--- src/design/umpq_pkg.sv ---
// Shared types and constants for the unique min priority queue.
// Used by umpq_store, umpq_ctrl and the top level; depends on nothing else.
`default_nettype none

package umpq_pkg;

	// Default number of values the set can hold
	localparam int CAPACITY_DEF = 16;

	// Payload widths fixed by the stream format
	localparam int VAL_W     = 32;
	localparam int CNT_OUT_W = 5;

	// Value reported on every push and on a pop of an empty set
	localparam logic signed [VAL_W-1:0] POP_NONE = -32'sd1;

	// Item kind carried in the input tuser
	typedef enum logic {
		ACT_PUSH = 1'b0,
		ACT_POP  = 1'b1
	} action_t;

	// Result status carried in the output tuser
	typedef enum logic [1:0] {
		ST_DONE  = 2'd0,
		ST_DUP   = 2'd1,
		ST_FULL  = 2'd2,
		ST_EMPTY = 2'd3
	} status_t;

	// Sequencer states
	typedef enum logic [2:0] {
		S_IDLE,
		S_SRCH,
		S_SRCH_CMP,
		S_SHIFT,
		S_SHIFT_WR,
		S_POP_WAIT,
		S_RESP
	} state_t;

	// Memory strobes from the sequencer to the entry store
	typedef struct packed {
		logic rd;
		logic wr;
		logic adv;
	} mem_cmd_t;

endpackage

`default_nettype wire

--- src/design/umpq_store.sv ---
// Entry store: circular sorted buffer in one synchronous memory plus head pointer.
// Logical indices are relative to the head; depends on umpq_pkg.
`default_nettype none

module umpq_store
	import umpq_pkg::*;
#(
	parameter int CAPACITY = CAPACITY_DEF,
	localparam int IDX_W   = (CAPACITY > 1) ? $clog2(CAPACITY) : 1
) (
	input  wire logic                    clk,
	input  wire logic                    arst_n,
	input  wire mem_cmd_t                cmd,
	input  wire logic [IDX_W-1:0]        rd_idx,
	input  wire logic [IDX_W-1:0]        wr_idx,
	input  wire logic signed [VAL_W-1:0] wr_data,
	output logic signed [VAL_W-1:0]      rd_data
);

	localparam logic [IDX_W:0] CAP_EXT  = (IDX_W+1)'(CAPACITY);
	localparam logic [IDX_W:0] ONE_EXT  = (IDX_W+1)'(1);

	logic signed [VAL_W-1:0] mem [CAPACITY];
	logic [IDX_W-1:0]        head_q;
	logic [IDX_W:0]          rd_sum;
	logic [IDX_W:0]          wr_sum;
	logic [IDX_W:0]          hd_sum;
	logic [IDX_W-1:0]        rd_addr;
	logic [IDX_W-1:0]        wr_addr;
	logic [IDX_W-1:0]        head_nxt;

	// Map logical index to physical address; the sum stays below twice the depth
	always_comb begin
		rd_sum = {1'b0, head_q} + {1'b0, rd_idx};
		wr_sum = {1'b0, head_q} + {1'b0, wr_idx};
		hd_sum = {1'b0, head_q} + ONE_EXT;
		rd_addr  = (rd_sum >= CAP_EXT) ? IDX_W'(rd_sum - CAP_EXT) : rd_sum[IDX_W-1:0];
		wr_addr  = (wr_sum >= CAP_EXT) ? IDX_W'(wr_sum - CAP_EXT) : wr_sum[IDX_W-1:0];
		head_nxt = (hd_sum >= CAP_EXT) ? IDX_W'(hd_sum - CAP_EXT) : hd_sum[IDX_W-1:0];
	end

	// Advance head when the smallest entry leaves
	always_ff @(posedge clk or negedge arst_n) begin
		if (!arst_n) begin
			head_q <= '0;
		end else if (cmd.adv) begin
			head_q <= head_nxt;
		end
	end

	// Memory: one write and one registered read per cycle; the sequencer never
	// reads and writes the same entry in one cycle
	always_ff @(posedge clk) begin
		if (cmd.wr) begin
			mem[wr_addr] <= wr_data;
		end
		if (cmd.rd) begin
			rd_data <= mem[rd_addr];
		end
	end

endmodule

`default_nettype wire

--- src/design/umpq_ctrl.sv ---
// Sequencer: binary search for the insert point, shift of the upper entries,
// pop of the head entry and the result fields; depends on umpq_pkg.
`default_nettype none

module umpq_ctrl
	import umpq_pkg::*;
#(
	parameter int CAPACITY = CAPACITY_DEF,
	localparam int IDX_W   = (CAPACITY > 1) ? $clog2(CAPACITY) : 1,
	localparam int CNT_W   = $clog2(CAPACITY + 1)
) (
	input  wire logic                    clk,
	input  wire logic                    arst_n,
	input  wire logic                    in_valid,
	output logic                         in_ready,
	input  wire action_t                 in_action,
	input  wire logic signed [VAL_W-1:0] in_value,
	output logic                         res_valid,
	input  wire logic                    res_ready,
	output logic signed [VAL_W-1:0]      res_value,
	output status_t                      res_status,
	output logic [CNT_W-1:0]             res_count,
	output mem_cmd_t                     cmd,
	output logic [IDX_W-1:0]             rd_idx,
	output logic [IDX_W-1:0]             wr_idx,
	output logic signed [VAL_W-1:0]      wr_data,
	input  wire logic signed [VAL_W-1:0] rd_data
);

	localparam logic [CNT_W-1:0] CAP_CNT = CNT_W'(CAPACITY);
	localparam logic [CNT_W-1:0] ONE_CNT = CNT_W'(1);

	state_t                  state_q;
	state_t                  state_nxt;
	logic [CNT_W-1:0]        cnt_q;
	logic [CNT_W-1:0]        lo_q;
	logic [CNT_W-1:0]        hi_q;
	logic [CNT_W-1:0]        sh_q;
	logic [IDX_W-1:0]        mid_q;
	logic                    dup_q;
	logic signed [VAL_W-1:0] val_q;
	logic signed [VAL_W-1:0] pop_q;
	status_t                 status_q;
	logic [CNT_W:0]          mid_sum;
	logic [IDX_W-1:0]        mid_w;
	logic [CNT_W-1:0]        sh_dec;
	logic                    accept;

	assign mid_sum = {1'b0, lo_q} + {1'b0, hi_q};
	assign mid_w   = mid_sum[IDX_W:1];
	assign sh_dec  = sh_q - ONE_CNT;
	assign accept  = in_valid && in_ready;

	// Next state
	always_comb begin
		state_nxt = state_q;
		case (state_q)
			S_IDLE: begin
				if (accept) begin
					if (in_action == ACT_POP) begin
						state_nxt = (cnt_q == '0) ? S_RESP : S_POP_WAIT;
					end else begin
						state_nxt = S_SRCH;
					end
				end
			end
			S_SRCH: begin
				if (lo_q < hi_q) begin
					state_nxt = S_SRCH_CMP;
				end else if (dup_q || cnt_q >= CAP_CNT) begin
					state_nxt = S_RESP;
				end else begin
					state_nxt = S_SHIFT;
				end
			end
			S_SRCH_CMP: state_nxt = S_SRCH;
			S_SHIFT: begin
				state_nxt = (sh_q > lo_q) ? S_SHIFT_WR : S_RESP;
			end
			S_SHIFT_WR: state_nxt = S_SHIFT;
			S_POP_WAIT: state_nxt = S_RESP;
			S_RESP: begin
				if (res_ready) begin
					state_nxt = S_IDLE;
				end
			end
			default: state_nxt = S_IDLE;
		endcase
	end

	// Outputs and memory strobes
	always_comb begin
		in_ready  = 1'b0;
		res_valid = 1'b0;
		cmd       = '0;
		rd_idx    = '0;
		wr_idx    = '0;
		wr_data   = val_q;
		case (state_q)
			S_IDLE: begin
				in_ready = 1'b1;
				if (in_valid && in_action == ACT_POP && cnt_q != '0) begin
					cmd.rd = 1'b1;
				end
			end
			S_SRCH: begin
				if (lo_q < hi_q) begin
					cmd.rd = 1'b1;
					rd_idx = mid_w;
				end
			end
			S_SHIFT: begin
				if (sh_q > lo_q) begin
					cmd.rd = 1'b1;
					rd_idx = sh_dec[IDX_W-1:0];
				end else begin
					cmd.wr = 1'b1;
					wr_idx = lo_q[IDX_W-1:0];
				end
			end
			S_SHIFT_WR: begin
				cmd.wr  = 1'b1;
				wr_idx  = sh_q[IDX_W-1:0];
				wr_data = rd_data;
			end
			S_POP_WAIT: cmd.adv = 1'b1;
			S_RESP:     res_valid = 1'b1;
			default: ;
		endcase
	end

	// State and count
	always_ff @(posedge clk or negedge arst_n) begin
		if (!arst_n) begin
			state_q <= S_IDLE;
			cnt_q   <= '0;
		end else begin
			state_q <= state_nxt;
			if (state_q == S_SHIFT && !(sh_q > lo_q)) begin
				cnt_q <= cnt_q + ONE_CNT;
			end else if (state_q == S_POP_WAIT) begin
				cnt_q <= cnt_q - ONE_CNT;
			end
		end
	end

	// Search bounds, shift pointer and result payload
	always_ff @(posedge clk) begin
		case (state_q)
			S_IDLE: begin
				if (accept) begin
					val_q    <= in_value;
					lo_q     <= '0;
					hi_q     <= cnt_q;
					sh_q     <= cnt_q;
					dup_q    <= 1'b0;
					pop_q    <= POP_NONE;
					status_q <= (in_action == ACT_POP && cnt_q == '0) ? ST_EMPTY : ST_DONE;
				end
			end
			S_SRCH: begin
				mid_q <= mid_w;
				if (!(lo_q < hi_q)) begin
					if (dup_q) begin
						status_q <= ST_DUP;
					end else if (cnt_q >= CAP_CNT) begin
						status_q <= ST_FULL;
					end
				end
			end
			S_SRCH_CMP: begin
				if (rd_data < val_q) begin
					lo_q <= CNT_W'(mid_q) + ONE_CNT;
				end else begin
					hi_q <= CNT_W'(mid_q);
				end
				if (rd_data == val_q) begin
					dup_q <= 1'b1;
				end
			end
			S_SHIFT_WR: sh_q <= sh_dec;
			S_POP_WAIT: pop_q <= rd_data;
			default: ;
		endcase
	end

	assign res_value  = pop_q;
	assign res_status = status_q;
	assign res_count  = cnt_q;

endmodule

`default_nettype wire

--- src/design/unique_min_priority_queue.sv ---
// Ordered set of distinct signed 32-bit values with push and pop-minimum on a
// stream interface. Values live sorted in a circular buffer in one synchronous
// memory; a head pointer makes a pop a single read. An item is taken only while
// the sequencer is idle; a finished result waits in the output register, so the
// next item can be taken before the result transfers. A pop reads the head
// entry as it is taken, then advances the head; an empty set goes straight to
// the result. A push runs binary-search probes (about log2 of the count plus
// one), each a read then a compare, moves each entry above the insert point by
// a read then a write, then writes the value unless already held or full; this
// order comes from the single memory port and its registered read. No clearing
// pass is needed after reset. Depends on umpq_pkg, umpq_store and umpq_ctrl.
`default_nettype none

module unique_min_priority_queue
	import umpq_pkg::*;
#(
	parameter int CAPACITY = CAPACITY_DEF
) (
	input  wire logic        clk,
	input  wire logic        arst_n,
	input  wire logic        s_tvalid,
	output logic             s_tready,
	input  wire logic [31:0] s_tdata,   // [31:0] value
	input  wire logic [0:0]  s_tuser,   // [0] action
	output logic             m_tvalid,
	input  wire logic        m_tready,
	output logic [39:0]      m_tdata,   // [31:0] popped_value, [36:32] entry_count, zero fill
	output logic [1:0]       m_tuser    // [1:0] status
);

	localparam int IDX_W = (CAPACITY > 1) ? $clog2(CAPACITY) : 1;
	localparam int CNT_W = $clog2(CAPACITY + 1);

	mem_cmd_t                cmd;
	logic [IDX_W-1:0]        rd_idx;
	logic [IDX_W-1:0]        wr_idx;
	logic signed [VAL_W-1:0] wr_data;
	logic signed [VAL_W-1:0] rd_data;
	logic                    res_valid;
	logic                    res_ready;
	logic signed [VAL_W-1:0] res_value;
	status_t                 res_status;
	logic [CNT_W-1:0]        res_count;
	logic [CNT_W+CNT_OUT_W-1:0] cnt_ext;
	logic                    m_valid_q;
	logic signed [VAL_W-1:0] m_value_q;
	logic [CNT_OUT_W-1:0]    m_count_q;
	status_t                 m_status_q;

	umpq_ctrl #(
		.CAPACITY(CAPACITY)
	) u_ctrl (
		.clk       (clk),
		.arst_n    (arst_n),
		.in_valid  (s_tvalid),
		.in_ready  (s_tready),
		.in_action (action_t'(s_tuser[0])),
		.in_value  (s_tdata),
		.res_valid (res_valid),
		.res_ready (res_ready),
		.res_value (res_value),
		.res_status(res_status),
		.res_count (res_count),
		.cmd       (cmd),
		.rd_idx    (rd_idx),
		.wr_idx    (wr_idx),
		.wr_data   (wr_data),
		.rd_data   (rd_data)
	);

	umpq_store #(
		.CAPACITY(CAPACITY)
	) u_store (
		.clk    (clk),
		.arst_n (arst_n),
		.cmd    (cmd),
		.rd_idx (rd_idx),
		.wr_idx (wr_idx),
		.wr_data(wr_data),
		.rd_data(rd_data)
	);

	// Mask the count to the reported width
	assign cnt_ext   = {{CNT_OUT_W{1'b0}}, res_count};
	assign res_ready = !m_valid_q || m_tready;

	// Output register: load a finished result, drop the flag once it transfers
	always_ff @(posedge clk or negedge arst_n) begin
		if (!arst_n) begin
			m_valid_q <= 1'b0;
		end else if (res_ready) begin
			m_valid_q <= res_valid;
		end
	end

	always_ff @(posedge clk) begin
		if (res_valid && res_ready) begin
			m_value_q  <= res_value;
			m_count_q  <= cnt_ext[CNT_OUT_W-1:0];
			m_status_q <= res_status;
		end
	end

	assign m_tvalid = m_valid_q;
	assign m_tdata  = {3'b000, m_count_q, m_value_q};
	assign m_tuser  = m_status_q;

endmodule

`default_nettype wire
--- config.mk ---
export PLATFORM = sky130hd
export DESIGN_NAME = unique_min_priority_queue
export DESIGN_NICKNAME = d
export VERILOG_FILES = /design/src/design/umpq_pkg.sv /design/src/design/umpq_store.sv /design/src/design/umpq_ctrl.sv /design/src/design/unique_min_priority_queue.sv
export SDC_FILE = /design/constraint.sdc
export NUM_CORES = 1
export LEC_CHECK = 0
export BUFFER_PORTS_ARGS = -buffer_cell sky130_fd_sc_hd__buf_2
export CAP_MARGIN = 10
export CORE_ASPECT_RATIO = 1.25
export CORE_MARGIN = 3
export CORE_UTILIZATION = 35
export CTS_BUF_LIST = sky130_fd_sc_hd__clkbuf_4
export DETAILED_ROUTE_END_ITERATION = 16
export SLEW_MARGIN = 0
export SYNTH_ARGS = -nofsm -noshare
export SYNTH_HDL_FRONTEND = slang
export SYNTH_SLANG_ARGS = --single-unit
--- constraint.sdc ---
create_clock -name clk -period 7.35 [get_ports clk]
set_input_delay 1.8375 -clock clk [delete_from_list [all_inputs] [get_ports clk]]
set_output_delay 1.8375 -clock clk [all_outputs]
set_load 0.01 [all_outputs]
==> summary.txt <==
Initial antenna violation count = 6
Yosys Warn Count = 0
Clock Tree Buf Depth = 3
1st-pass router iterations = 5
Top post-synthesis cells by count = edfxtp_1 (669), mux4_2 (128), mux2i_1 (98)
Final GP Congestion = 0.790
Final wirelength = 62300 um
Number of fill cells = 7064
Clock skew = 0.0534 ns
Crit path max fanout = 73
Synth cell types = 64
Die Y = 319 um
Number of synthesized flops with an enable pin = 669
# DRC = 0
Core area = 77600 um^2
Largest cells by area after synthesis = edfxtp_1 (73%), mux4_2 (10%), mux2i_1 (3.6%)
RSZ-0062 raised after global routing = no
Postcts setup bufs = 0
Total number of vias = 14000
Fin crit share = 0.690
Critical Path AT = 5.66 ns
CP Class = reg -> reg
Setup TNS = 0 ns
Port bufs = 77
Register bit total from synthesis = 682
Most used DFF post-synth = edfxtp_1
Final setup viols = 0
Synth-to-layout area growth = 14.6%
Design area = 31500 um^2
Fraction of layout cells with a size suffix above 1 = 0.328
H-tree depth = 4
Top-area cell type share of the netlist area = 0.731
CP endpoint kind = register
Hpwl dp = 33600 um
Register area share after synthesis = 0.743
Max-cap violation count = 0
Vias per cell = 4.98
Worst setup SP type = register
Initial Util = 0.354
Top-count cell post-synth = edfxtp_1
Clock slew at reported path FFs = 0.07 ns
TritonCTS clock tree = yes
Placed insts = 2530
Worst skew pair latency = 0.93 ns
Relative slew margins = 0.225
Clk sinks = 682
Global-route wire length before repair = 93300 um
Worst hold slack = 0.414 ns
CTS buffer count = 161
Hold Crit Class = reg -> reg
DP Area = 29500 um^2
Syn avg cell area = 19.5 um^2
Fmax = 0.197 GHz
Vias in the first global route = 15000
Non-Filler Instances = 2804
Peak supply drop = 0.591 mV
Core Util, Final = 0.406
Cell Rows = 114
Die Footprint = 81900 um^2
Leak pwr = 10.7 nW
Worst-Margin Slew = 1.16 ns
Final Max Slew Viols = 0
Status = completed
# hold bufs at CTS = 0
Largest net degree at the start of global routing = 74
Req. time, crit path = 7.94 ns
Final hold violation count = 0
Number of gates resized after cts = 0
Asr flop ratio synth = 0.0191
I/O pin total = 81
Synthesized area = 27500 um^2
Remaining Overflow, GRT = 0
GRT Util Overall = 0.154
WL/cell = 22.2 um
Post-DRT Antenna Nets = 0
Top cell type by total area after synthesis = edfxtp_1
Clock tree root driver cell = clkbuf_4
Register-to-register setup slack = 2.28 ns
Chip Width = 257 um
PD cells = 482 nW/um^2
DR iter-0 viols = 1086
Mapped Cells = 1407
Fin crit period = 5.07 ns
Number of nets in the final layout = 1746
## layout make-up
type	count	area (um^2)	area share
clock inverters	47	295	0.00938
flip-flops and latches	682	20400	0.648
well taps	1044	1310	0.0415
clock buffers	222	1670	0.0529
inverters	55	206	0.00656
multi-input cells	613	6720	0.213
diodes	5	12.5	0.000397
repair buffers	136	866	0.0275
## sequential cells by signal, indices dropped and copies added, names as in the netlist
| signal | flops |
|---|---|
| m_tuser | 2 |
| u_ctrl.state_q | 3 |
| u_store.mem | 512 |
| u_ctrl.hi_q | 5 |
| u_ctrl.res_count | 5 |
| m_count_q | 5 |
| u_ctrl.res_value | 32 |
| m_tvalid | 1 |
| u_ctrl.res_status | 2 |
| u_ctrl.lo_q | 5 |
| m_value_q | 32 |
| u_ctrl.sh_q | 5 |
| u_ctrl.mid_q | 4 |
| u_store.head_q | 4 |
| u_ctrl.val_q | 32 |
| u_ctrl.dup_q | 1 |
| u_store.rd_data | 32 |
## layer usage
| metal | wire length, um | vias up | GRT usage |
|---|---|---|---|
| li1 | - | 6210 | - |
| met1 | 25000 | 7228 | 0.186 |
| met2 | 31800 | 394 | 0.263 |
| met3 | 3490 | 124 | 0.0339 |
| met4 | 2000 | 2 | 0.0686 |
| met5 | 7 | - | 0 |
## path summary, 6_finish.rpt
path / start / end / depth (start not counted)
setup / recovery: u_ctrl.lo_q[2]$_SDFFCE_PN0P_ / u_store.rd_data[10]$_DFFE_PP_ / 13
hold reg to reg: u_ctrl.res_value[4]$_SDFFCE_PN1P_ / m_value_q[4]$_DFFE_PP_ / 0
hold / removal: u_ctrl.res_value[4]$_SDFFCE_PN1P_ / m_value_q[4]$_DFFE_PP_ / 0
min in group asynchronous: arst_n / u_ctrl.state_q[0]$_DFFE_PN0P_ / 1
setup reg to reg: u_ctrl.lo_q[2]$_SDFFCE_PN0P_ / u_store.rd_data[10]$_DFFE_PP_ / 13
max in group asynchronous: arst_n / u_ctrl.state_q[2]$_DFFE_PN0P_ / 1
## worst max-delay path, stage by stage, from the launching register on
cell	delay, ns
edfxtp_1	0.44
ha_1	0.41
a21o_1	0.15
a31oi_2	0.06
o21ai_0	0.38
nor2_1	0.17
nand2_1	0.09
o21ai_0	0.16
ha_4	0.22
fa_4	1.45
buf_12	0.47
mux4_2	0.39
mux2i_1	0.17
mux2i_1	0.12
## kinds of logic (layout without fill, tap and decap cells)
kind of cell,Yosys count,count (layout),share of synthesized area
AOI/OAI and AO/OA,108,108,0.0249
xor gates and xnor gates,23,23,0.00788
DFF,682,682,0.743
and+or+nand+nor,186,186,0.0340
other,1,8,0.000136
adders and majority gates,60,60,0.0284
buffers and inverters,114,460,0.0181
muxes,233,233,0.144
## per-stage QoR
stage                     worst slack, ns  power, mW
final                                2.28       15.2
after floorplan                      1.67       10.5
after CTS                            2.26       15.4
after global routing                 1.87       16.1
after global placement               2.38       12.3
after detailed placement             2.30       12.4
## cell usage in the layout, fill, tap and decap left out, types with 5 or more instances in the layout
master and count:
edfxtp_1 669, clkbuf_4 222, mux4_2 128, mux2i_1 98, buf_2 77, nand2_1 67, buf_4 56, ha_1 55
inv_1 54, o21ai_0 51, or2_2 31, clkinv_1 30, nor2_1 21, a21oi_1 20, nor3_2 17, xnor2_1 13
dfrtp_1 13, nand4_1 9, nand3_1 8, xor2_1 8, mux2_2 6, diode_2 5, a21o_1 5
## power by group
group          leakage [nW]  switching [mW]  total [mW]  internal, mW
Combinational          3.38            3.61        6.54          2.93
Clock                  1.15            1.44        2.94          1.50
Sequential             6.16           0.302        5.68          5.38
Total                  10.7            5.36        15.2          9.81
Power figures use the tool's default switching activity.
